### config.mk
export PLATFORM = sky130hd
export DESIGN_NAME = demand_window_peak_tracker_core
export DESIGN_NICKNAME = d
export VERILOG_FILES = /design/src/hw/rtl/dwpt_pkg.sv /design/src/hw/rtl/dwpt_ram.sv /design/src/hw/rtl/demand_window_peak_tracker_core.sv
export VERILOG_INCLUDE_DIRS = /design/src /design/src/hw/rtl
export SDC_FILE = /design/constraint.sdc
export NUM_CORES = 2
export LEC_CHECK = 0
export BUFFER_PORTS_ARGS = -buffer_cell sky130_fd_sc_hd__clkbuf_2
export CORE_UTILIZATION = 45
export CTS_BUF_LIST = sky130_fd_sc_hd__clkbuf_2 sky130_fd_sc_hd__clkbuf_4 sky130_fd_sc_hd__clkbuf_8
export DETAILED_ROUTE_END_ITERATION = 10
export GPL_ROUTABILITY_DRIVEN = 0
export HOLD_SLACK_MARGIN = 0.1
export SKIP_LAST_GASP = 1
export SLEW_MARGIN = 15
export SYNTH_ARGS = -nofsm -noshare
export SYNTH_HDL_FRONTEND = slang
export SYNTH_SLANG_ARGS = --single-unit
### constraint.sdc
create_clock -name clock -period 19.8 [get_ports clock]
set_clock_uncertainty 0.05 [all_clocks]
set_input_delay 3.96 -clock clock [delete_from_list [all_inputs] [get_ports clock]]
set_output_delay 3.96 -clock clock [all_outputs]
set_load 0.005 [all_outputs]
### src/hw/rtl/demand_window_peak_tracker_core_macros.svh
// ----------------------------------------------------------------------------
// Assertion macros for the demand window peak tracker
// Implication checks that compile away when ASSERT_OFF is defined.
// ----------------------------------------------------------------------------
`ifndef DEMAND_WINDOW_PEAK_TRACKER_CORE_MACROS_SVH
`define DEMAND_WINDOW_PEAK_TRACKER_CORE_MACROS_SVH

`ifndef ASSERT_OFF

// same-cycle implication
`define DWPT_ASSERT_IMP(label, clk, rst, ante, cons) \
   label: assert property (@(posedge clk) disable iff (rst) (ante) |-> (cons)) \
      else $error("same-cycle check failed");

// next-cycle implication
`define DWPT_ASSERT_NXT(label, clk, rst, ante, cons) \
   label: assert property (@(posedge clk) disable iff (rst) (ante) |=> (cons)) \
      else $error("next-cycle check failed");

`else

`define DWPT_ASSERT_IMP(label, clk, rst, ante, cons)
`define DWPT_ASSERT_NXT(label, clk, rst, ante, cons)

`endif

`endif

### src/hw/rtl/dwpt_pkg.sv
// ----------------------------------------------------------------------------
// Demand window peak tracker package
// Field widths, sizing constants, operation and channel codes, pipeline tag.
// ----------------------------------------------------------------------------
package dwpt_pkg;

   // sizing
   localparam int WINDOW_LENGTH = 15;
   localparam int NUM_BUSES     = 2;
   localparam int CHANNELS      = 7;

   // transfer field widths
   localparam int OP_W   = 1;
   localparam int BUS_W  = 1;
   localparam int CUR_W  = 16;
   localparam int PWR_W  = 24;
   localparam int CHAN_W = 3;
   localparam int AVG_W  = 24;
   localparam int PEAK_W = 23;

   // internal widths
   localparam int SUM_W     = 28;
   localparam int MAG_W     = SUM_W;
   localparam int MEM_DEPTH = NUM_BUSES * CHANNELS;
   localparam int ADDR_W    = (MEM_DEPTH > 1) ? $clog2(MEM_DEPTH) : 1;
   localparam int BUS_IDX_W = (NUM_BUSES > 1) ? $clog2(NUM_BUSES) : 1;
   localparam int CNT_W     = $clog2(WINDOW_LENGTH + 1);

   // divide by window length: multiply by floor(2^SHIFT / N), one correction step
   localparam int RECIP_SHIFT = MAG_W;
   localparam int RECIP       = (1 << RECIP_SHIFT) / WINDOW_LENGTH;
   localparam int RECIP_W     = $clog2(RECIP + 1);
   localparam int PROD_W      = MAG_W + RECIP_W;
   localparam int REM_W       = $clog2(2 * WINDOW_LENGTH);

   // operation codes
   typedef enum logic [OP_W-1:0] {
      OP_ADD   = 1'b0,
      OP_CLEAR = 1'b1
   } op_type;

   // channel codes
   localparam logic [CHAN_W-1:0] CH_CUR_A = 3'd0;
   localparam logic [CHAN_W-1:0] CH_CUR_B = 3'd1;
   localparam logic [CHAN_W-1:0] CH_CUR_C = 3'd2;
   localparam logic [CHAN_W-1:0] CH_PWR_A = 3'd3;
   localparam logic [CHAN_W-1:0] CH_PWR_B = 3'd4;
   localparam logic [CHAN_W-1:0] CH_PWR_C = 3'd5;
   localparam logic [CHAN_W-1:0] CH_PWR_T = 3'd6;
   localparam logic [CHAN_W-1:0] CH_LAST  = CH_PWR_T;

   // tag carried down the pipeline with each channel
   typedef struct packed {
      logic [BUS_W-1:0]  bus;
      logic [CHAN_W-1:0] chan;
      logic [ADDR_W-1:0] addr;
   } tag_type;

endpackage

### src/hw/rtl/dwpt_ram.sv
// ----------------------------------------------------------------------------
// Generic single-port-write, single-port-read RAM
// One write and one registered read per cycle; read data holds when idle.
// ----------------------------------------------------------------------------
module dwpt_ram #(
   parameter int WIDTH = 8,
   parameter int DEPTH = 16,
   localparam int AW   = (DEPTH > 1) ? $clog2(DEPTH) : 1
) (
   input  logic             clock,
   input  logic             wr_en,
   input  logic [AW-1:0]    wr_addr,
   input  logic [WIDTH-1:0] wr_data,
   input  logic             rd_en,
   input  logic [AW-1:0]    rd_addr,
   output logic [WIDTH-1:0] rd_data
);

   logic [WIDTH-1:0] mem_ff [DEPTH];
   logic [WIDTH-1:0] rd_data_ff;

   // write port and registered read port
   always_ff @(posedge clock) begin
      if (wr_en) begin
         mem_ff[wr_addr] <= wr_data;
      end
      if (rd_en) begin
         rd_data_ff <= mem_ff[rd_addr];
      end
   end

   assign rd_data = rd_data_ff;

endmodule

### src/hw/rtl/demand_window_peak_tracker_core.sv
// ----------------------------------------------------------------------------
// Demand window peak tracker core
// Per-bus block demand averaging with maximum demand over seven channels.
//
// req_ channel: one minute record (three currents, four powers) per transfer,
// or a clear operation that zeroes every window sum and peak demand.
// rsp_ channel: when a bus completes its window of WINDOW_LENGTH records,
// seven transfers follow, channels 0..6, rsp_last on the seventh, each with
// the truncated window average and the updated peak demand.
// Throughput: one channel a cycle unless rsp_stall holds the pipeline, via the
// single read port of the window sum memory; a record enters as the last one's
// final channel issues. Results pass hold, stage 1..4 and output registers.
// A clear waits until the arithmetic pipeline has drained.
// Reset (synchronous) empties the pipeline and marks every sum, peak and
// window count as zero at once; no clearing pass is needed.
// rsp_stall freezes the whole pipeline with the pending result held; one
// further record can still be taken into an empty input register meanwhile.
// ----------------------------------------------------------------------------
`include "demand_window_peak_tracker_core_macros.svh"

module demand_window_peak_tracker_core (
   input  logic                                clock,
   input  logic                                reset,
   // request channel
   input  logic                                req_valid,
   output logic                                req_stall,
   input  logic [dwpt_pkg::OP_W-1:0]           req_operation,
   input  logic [dwpt_pkg::BUS_W-1:0]          req_bus,
   input  logic [dwpt_pkg::CUR_W-1:0]          req_current_a,
   input  logic [dwpt_pkg::CUR_W-1:0]          req_current_b,
   input  logic [dwpt_pkg::CUR_W-1:0]          req_current_c,
   input  logic signed [dwpt_pkg::PWR_W-1:0]   req_power_a,
   input  logic signed [dwpt_pkg::PWR_W-1:0]   req_power_b,
   input  logic signed [dwpt_pkg::PWR_W-1:0]   req_power_c,
   input  logic signed [dwpt_pkg::PWR_W-1:0]   req_power_total,
   // response channel
   output logic                                rsp_valid,
   input  logic                                rsp_stall,
   output logic [dwpt_pkg::BUS_W-1:0]          rsp_result_bus,
   output logic [dwpt_pkg::CHAN_W-1:0]         rsp_channel,
   output logic signed [dwpt_pkg::AVG_W-1:0]   rsp_window_average,
   output logic [dwpt_pkg::PEAK_W-1:0]         rsp_peak_demand,
   output logic                                rsp_last
);

   import dwpt_pkg::*;

   // ------------------------------------------------------------------------
   // declarations
   // ------------------------------------------------------------------------
   logic adv, is_clear, bus_ok, pipe_empty, clr_go, drop, step, step_last;
   logic hold_done, req_xfer;

   logic                 hold_valid_ff, hold_valid_in;
   logic [OP_W-1:0]      hold_op_ff;
   logic [BUS_W-1:0]     hold_bus_ff;
   logic [CUR_W-1:0]     hold_cur_ff [3];
   logic [PWR_W-1:0]     hold_pwr_ff [4];
   logic [CHAN_W-1:0]    k_ff, k_in;
   logic                 close_ff, close_in;

   logic [CNT_W-1:0]     cnt_ff [NUM_BUSES];
   logic [CNT_W-1:0]     cnt_in [NUM_BUSES];
   logic [BUS_IDX_W-1:0] bus_idx;
   logic                 cnt_hit, close_now;
   logic [ADDR_W-1:0]    issue_addr;
   logic signed [SUM_W-1:0] sample;

   logic [MEM_DEPTH-1:0] sum_vld_ff, sum_vld_in;
   logic [MEM_DEPTH-1:0] peak_vld_ff, peak_vld_in;

   logic [SUM_W-1:0]     sum_rd_data;
   logic [PEAK_W-1:0]    peak_rd_data;
   logic                 sum_wr_en, peak_wr_en;
   logic [SUM_W-1:0]     sum_wr_data;

   // stage 1: accumulate
   logic                 s1_valid_ff, s1_valid_in;
   tag_type              s1_tag_ff, s1_tag_in;
   logic                 s1_close_ff;
   logic signed [SUM_W-1:0] s1_sample_ff;
   logic                 s1_sum_vld_ff, s1_peak_vld_ff;
   logic signed [SUM_W-1:0] sum_old;
   logic signed [SUM_W:0]   sum_wide;
   logic signed [SUM_W-1:0] sum_new;

   // stage 2: magnitude and reciprocal multiply
   logic                 s2_valid_ff, s2_valid_in;
   tag_type              s2_tag_ff;
   logic signed [SUM_W-1:0] s2_sum_ff;
   logic [PEAK_W-1:0]    s2_peak_ff;
   logic [MAG_W-1:0]     s2_mag;
   logic [PROD_W-1:0]    s2_prod;

   // stage 3: quotient estimate and remainder
   logic                 s3_valid_ff, s3_valid_in;
   tag_type              s3_tag_ff;
   logic                 s3_neg_ff;
   logic [MAG_W-1:0]     s3_mag_ff;
   logic [PROD_W-1:0]    s3_prod_ff;
   logic [PEAK_W-1:0]    s3_peak_ff;
   logic [MAG_W-1:0]     s3_q0;
   logic [MAG_W-1:0]     s3_rem_full;

   // stage 4: correction, sign, saturation, peak update
   logic                 s4_valid_ff, s4_valid_in;
   tag_type              s4_tag_ff;
   logic                 s4_neg_ff;
   logic [MAG_W-1:0]     s4_q0_ff;
   logic [REM_W-1:0]     s4_rem_ff;
   logic [PEAK_W-1:0]    s4_peak_ff;
   logic [MAG_W-1:0]     s4_q;
   logic signed [MAG_W:0]   avg_full;
   logic [MAG_W-AVG_W+1:0]  avg_top;
   logic signed [AVG_W-1:0] avg;
   logic [PEAK_W-1:0]    peak_new;

   // output register
   logic                 out_valid_ff, out_valid_in;
   logic [BUS_W-1:0]     out_bus_ff;
   logic [CHAN_W-1:0]    out_chan_ff;
   logic signed [AVG_W-1:0] out_avg_ff;
   logic [PEAK_W-1:0]    out_peak_ff;
   logic                 out_last_ff;

   // ------------------------------------------------------------------------
   // sequencer control
   // ------------------------------------------------------------------------
   assign adv        = !out_valid_ff || !rsp_stall;
   assign is_clear   = (op_type'(hold_op_ff) == OP_CLEAR);
   assign bus_ok     = (32'(hold_bus_ff) < NUM_BUSES);
   assign pipe_empty = !s1_valid_ff && !s2_valid_ff && !s3_valid_ff && !s4_valid_ff;
   assign clr_go     = hold_valid_ff && is_clear && pipe_empty;
   assign drop       = hold_valid_ff && !is_clear && !bus_ok;
   assign step       = hold_valid_ff && !is_clear && bus_ok && adv;
   assign step_last  = step && (k_ff == CH_LAST);
   assign hold_done  = clr_go || drop || step_last;

   assign req_stall  = hold_valid_ff && !hold_done;
   assign req_xfer   = req_valid && !req_stall;

   assign bus_idx    = BUS_IDX_W'(hold_bus_ff);
   assign cnt_hit    = (cnt_ff[bus_idx] == CNT_W'(WINDOW_LENGTH - 1));
   assign close_now  = (k_ff == CH_CUR_A) ? cnt_hit : close_ff;
   assign issue_addr = ADDR_W'(bus_idx) * ADDR_W'(CHANNELS) + ADDR_W'(k_ff);

   always_comb begin
      hold_valid_in = hold_valid_ff;
      if (req_xfer) begin
         hold_valid_in = 1'b1;
      end else if (hold_done) begin
         hold_valid_in = 1'b0;
      end

      k_in     = k_ff;
      close_in = close_ff;
      if (step) begin
         k_in     = step_last ? CH_CUR_A : k_ff + CHAN_W'(1);
         close_in = close_now;
      end

      // window count advances on the first channel of each record
      cnt_in = cnt_ff;
      if (step && (k_ff == CH_CUR_A)) begin
         cnt_in[bus_idx] = cnt_hit ? '0 : cnt_ff[bus_idx] + CNT_W'(1);
      end
   end

   // channel sample, widened to the sum width
   always_comb begin
      case (k_ff)
         CH_CUR_A: sample = SUM_W'(hold_cur_ff[0]);
         CH_CUR_B: sample = SUM_W'(hold_cur_ff[1]);
         CH_CUR_C: sample = SUM_W'(hold_cur_ff[2]);
         CH_PWR_A: sample = SUM_W'($signed(hold_pwr_ff[0]));
         CH_PWR_B: sample = SUM_W'($signed(hold_pwr_ff[1]));
         CH_PWR_C: sample = SUM_W'($signed(hold_pwr_ff[2]));
         CH_PWR_T: sample = SUM_W'($signed(hold_pwr_ff[3]));
         default:  sample = '0;
      endcase
   end

   // ------------------------------------------------------------------------
   // state memories
   // ------------------------------------------------------------------------
   dwpt_ram #(
      .WIDTH (SUM_W),
      .DEPTH (MEM_DEPTH)
   ) u_sum_ram (
      .clock   (clock),
      .wr_en   (sum_wr_en),
      .wr_addr (s1_tag_ff.addr),
      .wr_data (sum_wr_data),
      .rd_en   (step),
      .rd_addr (issue_addr),
      .rd_data (sum_rd_data)
   );

   dwpt_ram #(
      .WIDTH (PEAK_W),
      .DEPTH (MEM_DEPTH)
   ) u_peak_ram (
      .clock   (clock),
      .wr_en   (peak_wr_en),
      .wr_addr (s4_tag_ff.addr),
      .wr_data (peak_new),
      .rd_en   (step),
      .rd_addr (issue_addr),
      .rd_data (peak_rd_data)
   );

   // ------------------------------------------------------------------------
   // stage 1: saturating accumulate, write back (zero when the window closes)
   // ------------------------------------------------------------------------
   always_comb begin
      s1_tag_in.bus  = hold_bus_ff;
      s1_tag_in.chan = k_ff;
      s1_tag_in.addr = issue_addr;
   end

   assign sum_old  = s1_sum_vld_ff ? $signed(sum_rd_data) : '0;
   assign sum_wide = {sum_old[SUM_W-1], sum_old} + {s1_sample_ff[SUM_W-1], s1_sample_ff};

   always_comb begin
      if (sum_wide[SUM_W] != sum_wide[SUM_W-1]) begin
         sum_new = sum_wide[SUM_W] ? {1'b1, {(SUM_W-1){1'b0}}} : {1'b0, {(SUM_W-1){1'b1}}};
      end else begin
         sum_new = sum_wide[SUM_W-1:0];
      end
   end

   assign sum_wr_en   = s1_valid_ff && adv;
   assign sum_wr_data = s1_close_ff ? '0 : sum_new;

   // ------------------------------------------------------------------------
   // stage 2: magnitude times reciprocal of the window length
   // ------------------------------------------------------------------------
   assign s2_mag  = s2_sum_ff[SUM_W-1] ? MAG_W'(-s2_sum_ff) : MAG_W'(s2_sum_ff);
   assign s2_prod = PROD_W'(s2_mag) * PROD_W'(RECIP);

   // ------------------------------------------------------------------------
   // stage 3: quotient estimate (low by at most one) and its remainder
   // ------------------------------------------------------------------------
   assign s3_q0       = MAG_W'(s3_prod_ff >> RECIP_SHIFT);
   assign s3_rem_full = s3_mag_ff - MAG_W'(s3_q0 * MAG_W'(WINDOW_LENGTH));

   // ------------------------------------------------------------------------
   // stage 4: correct, restore sign, saturate, update peak demand
   // ------------------------------------------------------------------------
   assign s4_q     = s4_q0_ff + MAG_W'(s4_rem_ff >= REM_W'(WINDOW_LENGTH));
   assign avg_full = s4_neg_ff ? -$signed({1'b0, s4_q}) : $signed({1'b0, s4_q});
   assign avg_top  = avg_full[MAG_W:AVG_W-1];

   always_comb begin
      if ((&avg_top) || !(|avg_top)) begin
         avg = avg_full[AVG_W-1:0];
      end else begin
         avg = avg_full[MAG_W] ? {1'b1, {(AVG_W-1){1'b0}}} : {1'b0, {(AVG_W-1){1'b1}}};
      end
      // a positive average never exceeds the peak range
      peak_new = (avg > $signed({1'b0, s4_peak_ff})) ? PEAK_W'(avg) : s4_peak_ff;
   end

   assign peak_wr_en = s4_valid_ff && adv;

   // ------------------------------------------------------------------------
   // stage valids and entry valid bits
   // ------------------------------------------------------------------------
   always_comb begin
      s1_valid_in  = s1_valid_ff;
      s2_valid_in  = s2_valid_ff;
      s3_valid_in  = s3_valid_ff;
      s4_valid_in  = s4_valid_ff;
      out_valid_in = out_valid_ff;
      if (adv) begin
         s1_valid_in  = step;
         s2_valid_in  = s1_valid_ff && s1_close_ff;
         s3_valid_in  = s2_valid_ff;
         s4_valid_in  = s3_valid_ff;
         out_valid_in = s4_valid_ff;
      end

      sum_vld_in  = sum_vld_ff;
      peak_vld_in = peak_vld_ff;
      if (clr_go) begin
         sum_vld_in  = '0;
         peak_vld_in = '0;
      end
      if (sum_wr_en) begin
         sum_vld_in[s1_tag_ff.addr] = 1'b1;
      end
      if (peak_wr_en) begin
         peak_vld_in[s4_tag_ff.addr] = 1'b1;
      end
   end

   // ------------------------------------------------------------------------
   // control registers
   // ------------------------------------------------------------------------
   always_ff @(posedge clock) begin
      if (reset) begin
         hold_valid_ff <= 1'b0;
         k_ff          <= CH_CUR_A;
         close_ff      <= 1'b0;
         for (int i = 0; i < NUM_BUSES; i++) begin
            cnt_ff[i] <= '0;
         end
         sum_vld_ff    <= '0;
         peak_vld_ff   <= '0;
         s1_valid_ff   <= 1'b0;
         s2_valid_ff   <= 1'b0;
         s3_valid_ff   <= 1'b0;
         s4_valid_ff   <= 1'b0;
         out_valid_ff  <= 1'b0;
      end else begin
         hold_valid_ff <= hold_valid_in;
         k_ff          <= k_in;
         close_ff      <= close_in;
         cnt_ff        <= cnt_in;
         sum_vld_ff    <= sum_vld_in;
         peak_vld_ff   <= peak_vld_in;
         s1_valid_ff   <= s1_valid_in;
         s2_valid_ff   <= s2_valid_in;
         s3_valid_ff   <= s3_valid_in;
         s4_valid_ff   <= s4_valid_in;
         out_valid_ff  <= out_valid_in;
      end
   end

   // ------------------------------------------------------------------------
   // payload registers
   // ------------------------------------------------------------------------
   always_ff @(posedge clock) begin
      if (req_xfer) begin
         hold_op_ff     <= req_operation;
         hold_bus_ff    <= req_bus;
         hold_cur_ff[0] <= req_current_a;
         hold_cur_ff[1] <= req_current_b;
         hold_cur_ff[2] <= req_current_c;
         hold_pwr_ff[0] <= req_power_a;
         hold_pwr_ff[1] <= req_power_b;
         hold_pwr_ff[2] <= req_power_c;
         hold_pwr_ff[3] <= req_power_total;
      end
      if (adv) begin
         s1_tag_ff      <= s1_tag_in;
         s1_close_ff    <= close_now;
         s1_sample_ff   <= sample;
         s1_sum_vld_ff  <= sum_vld_ff[issue_addr];
         s1_peak_vld_ff <= peak_vld_ff[issue_addr];

         s2_tag_ff      <= s1_tag_ff;
         s2_sum_ff      <= sum_new;
         s2_peak_ff     <= s1_peak_vld_ff ? peak_rd_data : '0;

         s3_tag_ff      <= s2_tag_ff;
         s3_neg_ff      <= s2_sum_ff[SUM_W-1];
         s3_mag_ff      <= s2_mag;
         s3_prod_ff     <= s2_prod;
         s3_peak_ff     <= s2_peak_ff;

         s4_tag_ff      <= s3_tag_ff;
         s4_neg_ff      <= s3_neg_ff;
         s4_q0_ff       <= s3_q0;
         s4_rem_ff      <= REM_W'(s3_rem_full);
         s4_peak_ff     <= s3_peak_ff;

         out_bus_ff     <= s4_tag_ff.bus;
         out_chan_ff    <= s4_tag_ff.chan;
         out_avg_ff     <= avg;
         out_peak_ff    <= peak_new;
         out_last_ff    <= (s4_tag_ff.chan == CH_LAST);
      end
   end

   assign rsp_valid          = out_valid_ff;
   assign rsp_result_bus     = out_bus_ff;
   assign rsp_channel        = out_chan_ff;
   assign rsp_window_average = out_avg_ff;
   assign rsp_peak_demand    = out_peak_ff;
   assign rsp_last           = out_last_ff;

   // ------------------------------------------------------------------------
   // assertions
   // ------------------------------------------------------------------------
   // a run of seven results leaves without gaps, channel by channel
   `DWPT_ASSERT_NXT(a_run_unbroken, clock, reset, rsp_valid && !rsp_stall && !rsp_last, rsp_valid && (rsp_channel == $past(rsp_channel) + CHAN_W'(1)))
   // reported peak is never below a positive average
   `DWPT_ASSERT_IMP(a_peak_covers_avg, clock, reset, rsp_valid, rsp_window_average[AVG_W-1] || (PEAK_W'(rsp_window_average) <= rsp_peak_demand))
   // no read of an entry whose sum or peak write back is still pending
   `DWPT_ASSERT_IMP(a_no_rmw_overlap, clock, reset, step, (!s1_valid_ff || (s1_tag_ff.addr != issue_addr)) && (!s4_valid_ff || (s4_tag_ff.addr != issue_addr)))

endmodule
=== Yosys cells after proc, flatten, opt, wreduce, memory -nomap -nowiden ===
Memories as Yosys holds them, arrays and structs flattened. A register that Yosys moved wholly into a read port is not among the register bits.
Index checks and enable logic that the tools add are counted.
Widths: inputs -> output; s select.

* Flip-flop bits (word level): 350
* Latch bits: 0
* Bits in writable memories: 858
* Bits in read-only memories: 0
* Input bits: 150
* Output and inout bits: 54
* Word-level logic and storage cells: 154
* Memories: 4

* Add/sub/neg operators: 8
* Multiply operators: 3
* Divide/modulo/power cells: 0
* Magnitude comparators: 9
* Equal/unequal tests: 9
* Shift-type cells: 0
* Muxes and demuxes: 39
* Bitwise operators: 3
* Reductions and logical operators: 34

{| class="wikitable"
|+ Memory list
! memory !! depth !! width !! read ports !! clocked after Yosys merged registers in !! write ports !! RTL line !! RTL
|-
| u_sum_ram.mem_ff || 14 || 28 || 1 || 1 || 1 || dwpt_ram.sv:19 || <nowiki>logic [WIDTH-1:0] mem_ff [DEPTH];</nowiki>
|-
| u_peak_ram.mem_ff || 14 || 23 || 1 || 1 || 1 || dwpt_ram.sv:19 ||
|-
| hold_pwr_ff || 4 || 24 || 4 || 0 || 4 || demand_window_peak_tracker_core.sv:58 || <nowiki>logic [PWR_W-1:0] hold_pwr_ff [4];</nowiki>
|-
| hold_cur_ff || 3 || 16 || 3 || 0 || 3 || demand_window_peak_tracker_core.sv:57 || <nowiki>logic [CUR_W-1:0] hold_cur_ff [3];</nowiki>
|}

{| class="wikitable"
|+ Operator list
! operator !! count
|-
| $pmux 28 s7 || 1
|-
| $mux 28 || 5
|-
| $mux 14 || 4
|-
| $mul 28x25->53 const B || 1
|-
| $mux 24 || 2
|-
| $add 28x28->29 || 1
|-
| $mux 29 || 1
|-
| $neg 26->29 || 1
|-
| $neg 28->28 || 1
|-
| $or 14x14->14 || 2
|-
| $add 25x1->26 || 1
|-
| $mul 25x4->5 const B || 1
|-
| $gt 24x24->1 || 1
|-
| $mux 23 || 1
|-
| $mux 4 || 5
|-
| $logic_and 1x1->1 || 17
|-
| $lt 4x5->1 const B || 3
|-
| $mux 1 || 13
|-
| $eq 3x3->1 const B || 4
|-
| $logic_not 1->1 || 10
|-
| $bmux 1 s4 || 2
|-
| $bwmux 8 || 1
|-
| $demux 1 s4 || 2
|-
| $ge 4x1->1 const B || 2
|-
| 20 further kinds || 23
|}

=== Logic depth before layout (Yosys ltp) ===
* Word-level depth: 12
* Depth in mapped cells: 28
* Depth with buffers taken out: 27

=== Cells and area by module ===
A second synthesis with hierarchy kept.

* Cells, all modules: 3424
* Area total of the unflattened synthesis: 55563.3 um2

{| class="wikitable"
|+ Modules (own cells, without submodules)
! module !! instances !! cells each !! area an instance (um2) !! seq. area each (um2)
|-
| demand_window_peak_tracker_core || 1 || 2193 || 26880.8 || 13412.9
|-
| dwpt_ram (u_sum_ram) || 1 || 673 || 15743.8 || 12612.1
|-
| dwpt_ram (u_peak_ram) || 1 || 558 || 12938.7 || 10359.9
|}

=== Least setup slack after synthesis ===
OpenSTA, ideal clock, no wires.

* Kind: input port to flip-flop
* Start: in rsp_stall
* End: reg hold_bus_ff, in the netlist bus_idx, enable pin
* Setup time: 670 ps
* Data arrival time: 15130 ps
* Data required time: 19080 ps
* Slack: 3950 ps
* Cell stages on the path: 7
* Cell sequence: and2_1 clkbuf_1 clkinv_1 nand3b_1 clkbuf_1 o211a_1 nor2b_1

* Cells in the longest elaborated chain, start to end: 9

{| class="wikitable"
|+ Ends and longest elaborated chain
! element !! RTL line !! RTL
|-
| from (decl) || demand_window_peak_tracker_core.sv:38 || <nowiki>input logic rsp_stall,</nowiki>
|-
| $logic_not 1->1 || demand_window_peak_tracker_core.sv:129 || <nowiki>assign adv = !out_valid_ff || !rsp_stall;</nowiki>
|-
| $logic_or 1x1->1 || demand_window_peak_tracker_core.sv:129 ||
|-
| $logic_and 1x1->1 || demand_window_peak_tracker_core.sv:135 || <nowiki>assign step = hold_valid_ff && !is_clear && bus_ok && adv;</nowiki>
|-
| $logic_and 1x1->1 || demand_window_peak_tracker_core.sv:136 || <nowiki>assign step_last = step && (k_ff == CH_LAST);</nowiki>
|-
| $logic_or 1x1->1 || demand_window_peak_tracker_core.sv:137 || <nowiki>assign hold_done = clr_go || drop || step_last;</nowiki>
|-
| $logic_not 1->1 || demand_window_peak_tracker_core.sv:139 || <nowiki>assign req_stall = hold_valid_ff && !hold_done;</nowiki>
|-
| $logic_and 1x1->1 || demand_window_peak_tracker_core.sv:139 ||
|-
| via req_stall || demand_window_peak_tracker_core.sv:26 || <nowiki>output logic req_stall,</nowiki>
|-
| $logic_not 1->1 || demand_window_peak_tracker_core.sv:140 || <nowiki>assign req_xfer = req_valid && !req_stall;</nowiki>
|-
| $logic_and 1x1->1 || demand_window_peak_tracker_core.sv:140 ||
|-
| to (signal assigned) || demand_window_peak_tracker_core.sv:336 || <nowiki>hold_bus_ff <= req_bus;</nowiki>
|-
| to (decl) || demand_window_peak_tracker_core.sv:56 || <nowiki>logic [BUS_W-1:0] hold_bus_ff;</nowiki>
|}

The timed path passes the listed nets, and every way through them passes these cells.
A chain may end at the register's enable or synchronous reset.

=== Worst setup path in the final report ===
* Start: in rsp_stall
* End: out req_stall

* Cells in the longest elaborated chain, start to end: 7

{| class="wikitable"
|+ Ends and longest elaborated chain
! element !! RTL line
|-
| $logic_not 1->1 || demand_window_peak_tracker_core.sv:129
|-
| $logic_or 1x1->1 || demand_window_peak_tracker_core.sv:129
|-
| $logic_and 1x1->1 || demand_window_peak_tracker_core.sv:135
|-
| $logic_and 1x1->1 || demand_window_peak_tracker_core.sv:136
|-
| $logic_or 1x1->1 || demand_window_peak_tracker_core.sv:137
|-
| $logic_not 1->1 || demand_window_peak_tracker_core.sv:139
|-
| $logic_and 1x1->1 || demand_window_peak_tracker_core.sv:139
|-
| to (decl) || demand_window_peak_tracker_core.sv:26
|}

Every way passes these cells.

==> impl_metrics.yaml <==
status:
  outcome: "finished, final reports clean"
setup_path:
  cpMaxStageDelayCell: "nand3b_1"
  critPathCaptureType: "primary output"
  cp_num_cells: 6
  path_cells: "clkbuf_2, and2_1, inv_8, nand3b_1, o211a_1, clkbuf_2"
  slowest_delay_ns: 0.42
  crit_type: "in2out"
  critPathLaunchType: "primary input"
  ff2ff_path_depth: 25
  crit_buf_inv: 3
  cp_max_fo: 67
  cp.required_ns: 15.79
  critPathMostFrequentCell: "clkbuf_2"
  arrival_ns: 5.76
  cpLargestDelayFamily: "buffers and inverters"
final_layout:
  multiInputGateArea_um2: 18300
  area_growth_pct: 12.8
  final_layout_size_suffix_gt1_share_pct: 25.2
  layout.nets: 4163
  fin_cells: 5440
  ff_latch_area_um2: 36400
  nFillCells: 10100
logic_synthesis:
  synthFlopType: "edfxtp_1"
  synth_top_family_by_area: "multiplexers"
  synth_edf_count: 1181
  ys_types: 94
  synth-seq-cells: 1227
  synth_xor_area_share_pct: 2.02
  yosysWarnings: 0
  yosysTopAreaCellShare_pct: 63.8
  synth_area_per_cell_um2: 16.8
  syn_inst: 3313
  yosysTopAreaCell: "edfxtp_1"
  synth_mux_area_share_pct: 10.4
  seq_area_frac_synth_pct: 65.4
  synth-simple-area-share_pct: 5.22
  synth_area_um2: 55600
  synth_compound_area_share_pct: 5.17
  synth-async-reset-ratio_pct: 0
  syn-num-nets: 3825
  synthAdderAreaFrac_pct: 9.68
  synth.area.top_cells: "edfxtp_1, mux4_2, ha_1"
global_routing:
  grt_pass1_wl_um: 189000
  gr-usage-all-layers_pct: 20.3
  grt_pass1_vias: 30600
  antenna_found_initial: 5
  overflow: 0
  grt_start_max_net_pins: 81
place:
  portBuffers: 203
  dp_cells: 5074
  dp_hpwl_um: 79800
die:
  die_x_um: 354
  ios: 204
  core_um2: 122000
  die_h_um: 354
  die-area_um2: 125000
  num_rows: 128
  start_util_pct: 45.5
clock_tree:
  cts-root-buf: "clkbuf_8"
  htreeDepth: 4
  postCtsSetupBuffers: 0
  cts_made_buffers: 200
  hold_buffers: 0
  cts_max_path_buffers: 3
  cts.sinks: 1227
  cts_tree: "done"
  path_clk_slew_ns: 0.08
  clock_latency_ns: 0.90
  cts-resized-gates: 0
sta:
  rsz0062_at_grt: "no"
  fin_setup_tns_ns: 0
  setup_violations: 0
  tightest_slew_ns: 1.18
  maxSlewHeadroom_pct: 21.1
  hold_violations: 0
  max_freq_mhz: 102
  fin_crit_ns: 9.77
  slew_violations: 0
  fin_crit_sh_pct: 49.4
routing:
  vias: 30000
  first_pass_iters: 8
  ant_nets: 0
  wire_per_inst_um: 23.1
  route.detailed.drc: 0
  via_per_inst: 5.51
  routed_wl_um: 126000
  drt_iter0_markers: 2380
job:
  maxCapViolCount: 0
power_and_ir_drop:
  irDropWorstVdd_uv: 103
  leakage_nw: 23.6
  powerDensity_nw_per_um2: 126
worst_hold_path:
  hold-path-cell-count: 0
  hold_path.class: "reg2reg"
path summary, 6_finish.rpt:
path	startpoint	slack, ns	endpoint
setup / recovery	rsp_stall	10.03	req_stall
hold / removal	s2_tag_ff[4]	0.34	s3_tag_ff[4]
setup reg to reg	s2_sum_ff[5]	11.35	s3_prod_ff[48]
hold reg to reg	s2_tag_ff[4]	0.34	s3_tag_ff[4]
report_power, final:
part           switching, mW  total, mW  internal (mW)
Clock                  0.996       2.14           1.14
Combinational           1.41       2.47           1.06
Sequential            0.0978       3.29           3.19
stage by stage:
step | setup slack, ns | hold slack [ns] | utilization [%] | instance area [um2] | total power, mW
floorplan | 3.95 | 0.350 | - | 55600 | 5.14
global placement | 10.04 | 0.350 | 48.1 | 58800 | 5.83
detailed placement | 9.97 | 0.355 | 48.1 | 58800 | 5.84
CTS | 9.98 | 0.335 | 51.3 | 62700 | 8.01
global route | 9.87 | 0.355 | 51.3 | 62700 | 8.42
finish | 10.03 | 0.342 | 51.3 | 62700 | 7.90
flip-flops by register name, indices dropped and copies added (netlist names), 14 cells and up:
register,count
u_sum_ram.rd_data,28
u_sum_ram.mem_ff,392
rsp_peak_demand,23
s3_prod_ff,25
s2_sum_ff,28
hold_cur_ff,48
s1_sample_ff,24
rsp_window_average,24
hold_pwr_ff,96
s4_peak_ff,23
u_peak_ram.rd_data,23
s4_q0_ff,25
peak_vld_ff,14
s3_peak_ff,23
sum_vld_ff,14
u_peak_ram.mem_ff,322
s2_peak_ff,23
cells by family after synthesis:
group | count (synthesis)
AO/OA/AOI/OAI | 426
adder cells (fa/ha/maj) | 372
flip-flops | 1227
AND/OR/NAND/NOR | 573
multiplexers | 298
XOR/XNOR | 128
buffers and inverters | 289
routing by layer:
| metal | share of wire [%] | vias to the layer above | global-route usage (%) |
|---|---|---|---|
| met1 | 44 | 15300 | 28.0 |
| li1 | - | 13700 | - |
| met3 | 5.4 | 185 | 3.30 |
| met4 | 2.5 | 0 | 6.53 |
| met5 | 0 | - | 0 |
| met2 | 49 | 855 | 33.0 |
final cells by class:
type / instances / area share (%)
Antenna cell: 5 / 0.0200
Clock buffer: 288 / 5.53
Clock inverter: 73 / 0.706
Inverter: 158 / 0.962
Multi-Input combinational cell: 1797 / 29.1
Sequential cell: 1227 / 58.0
Tap cell: 1625 / 3.24
Timing Repair Buffer: 267 / 2.39
cell usage after synthesis (10+ instances only):
| library cell | number |
|---|---|
| edfxtp_1 | 1181 |
| ha_1 | 262 |
| mux4_2 | 210 |
| nor2_1 | 171 |
| inv_1 | 155 |
| nand2_1 | 125 |
| a21oi_1 | 122 |
| fa_1 | 100 |
| clkbuf_1 | 92 |
| o21ai_0 | 86 |
| xnor2_1 | 84 |
| and2_1 | 61 |
| mux2_2 | 59 |
| dfxtp_1 | 46 |
| xor2_1 | 44 |
| nor3_1 | 42 |
| a222oi_1 | 40 |
| a21o_1 | 37 |
| nand3_1 | 32 |
| a211oi_1 | 18 |
| buf_1 | 18 |
| nand2b_1 | 18 |
| nand4_1 | 18 |
| a211o_1 | 17 |
| mux2_4 | 17 |
| nor2b_1 | 16 |
| or3_1 | 16 |
| a31oi_1 | 15 |
| and3_1 | 15 |
| o31ai_1 | 14 |
| mux2i_1 | 11 |
| nor4_1 | 11 |
| o21ba_2 | 11 |
| maj3_1 | 10 |
| or2_2 | 10 |
cells in the final DEF (no fill, tap or decap), types with 15 or more instances in the layout:
| cell type | n |
|---|---|
| xnor2_1 | 84 |
| fa_1 | 99 |
| xor2_1 | 44 |
| nand2b_1 | 18 |
| edfxtp_1 | 1181 |
| and3_1 | 15 |
| nor3_1 | 36 |
| or3_1 | 16 |
| nand2_1 | 125 |
| nand4_1 | 18 |
| a21oi_1 | 120 |
| clkbuf_8 | 209 |
| dfxtp_1 | 46 |
| mux4_2 | 210 |
| clkinv_2 | 16 |
| buf_4 | 64 |
| mux2_2 | 59 |
| mux2_4 | 17 |
| o21ai_0 | 86 |
| a222oi_1 | 40 |
| nor2_1 | 153 |
| a211oi_1 | 17 |
| a21o_1 | 37 |
| clkinv_1 | 42 |
| nand3_1 | 31 |
| ha_1 | 261 |
| clkbuf_4 | 79 |
| clkbuf_2 | 203 |
| inv_1 | 154 |
| and2_1 | 61 |
| a211o_1 | 17 |
Note: power is estimated with default switching activity, not from simulation.
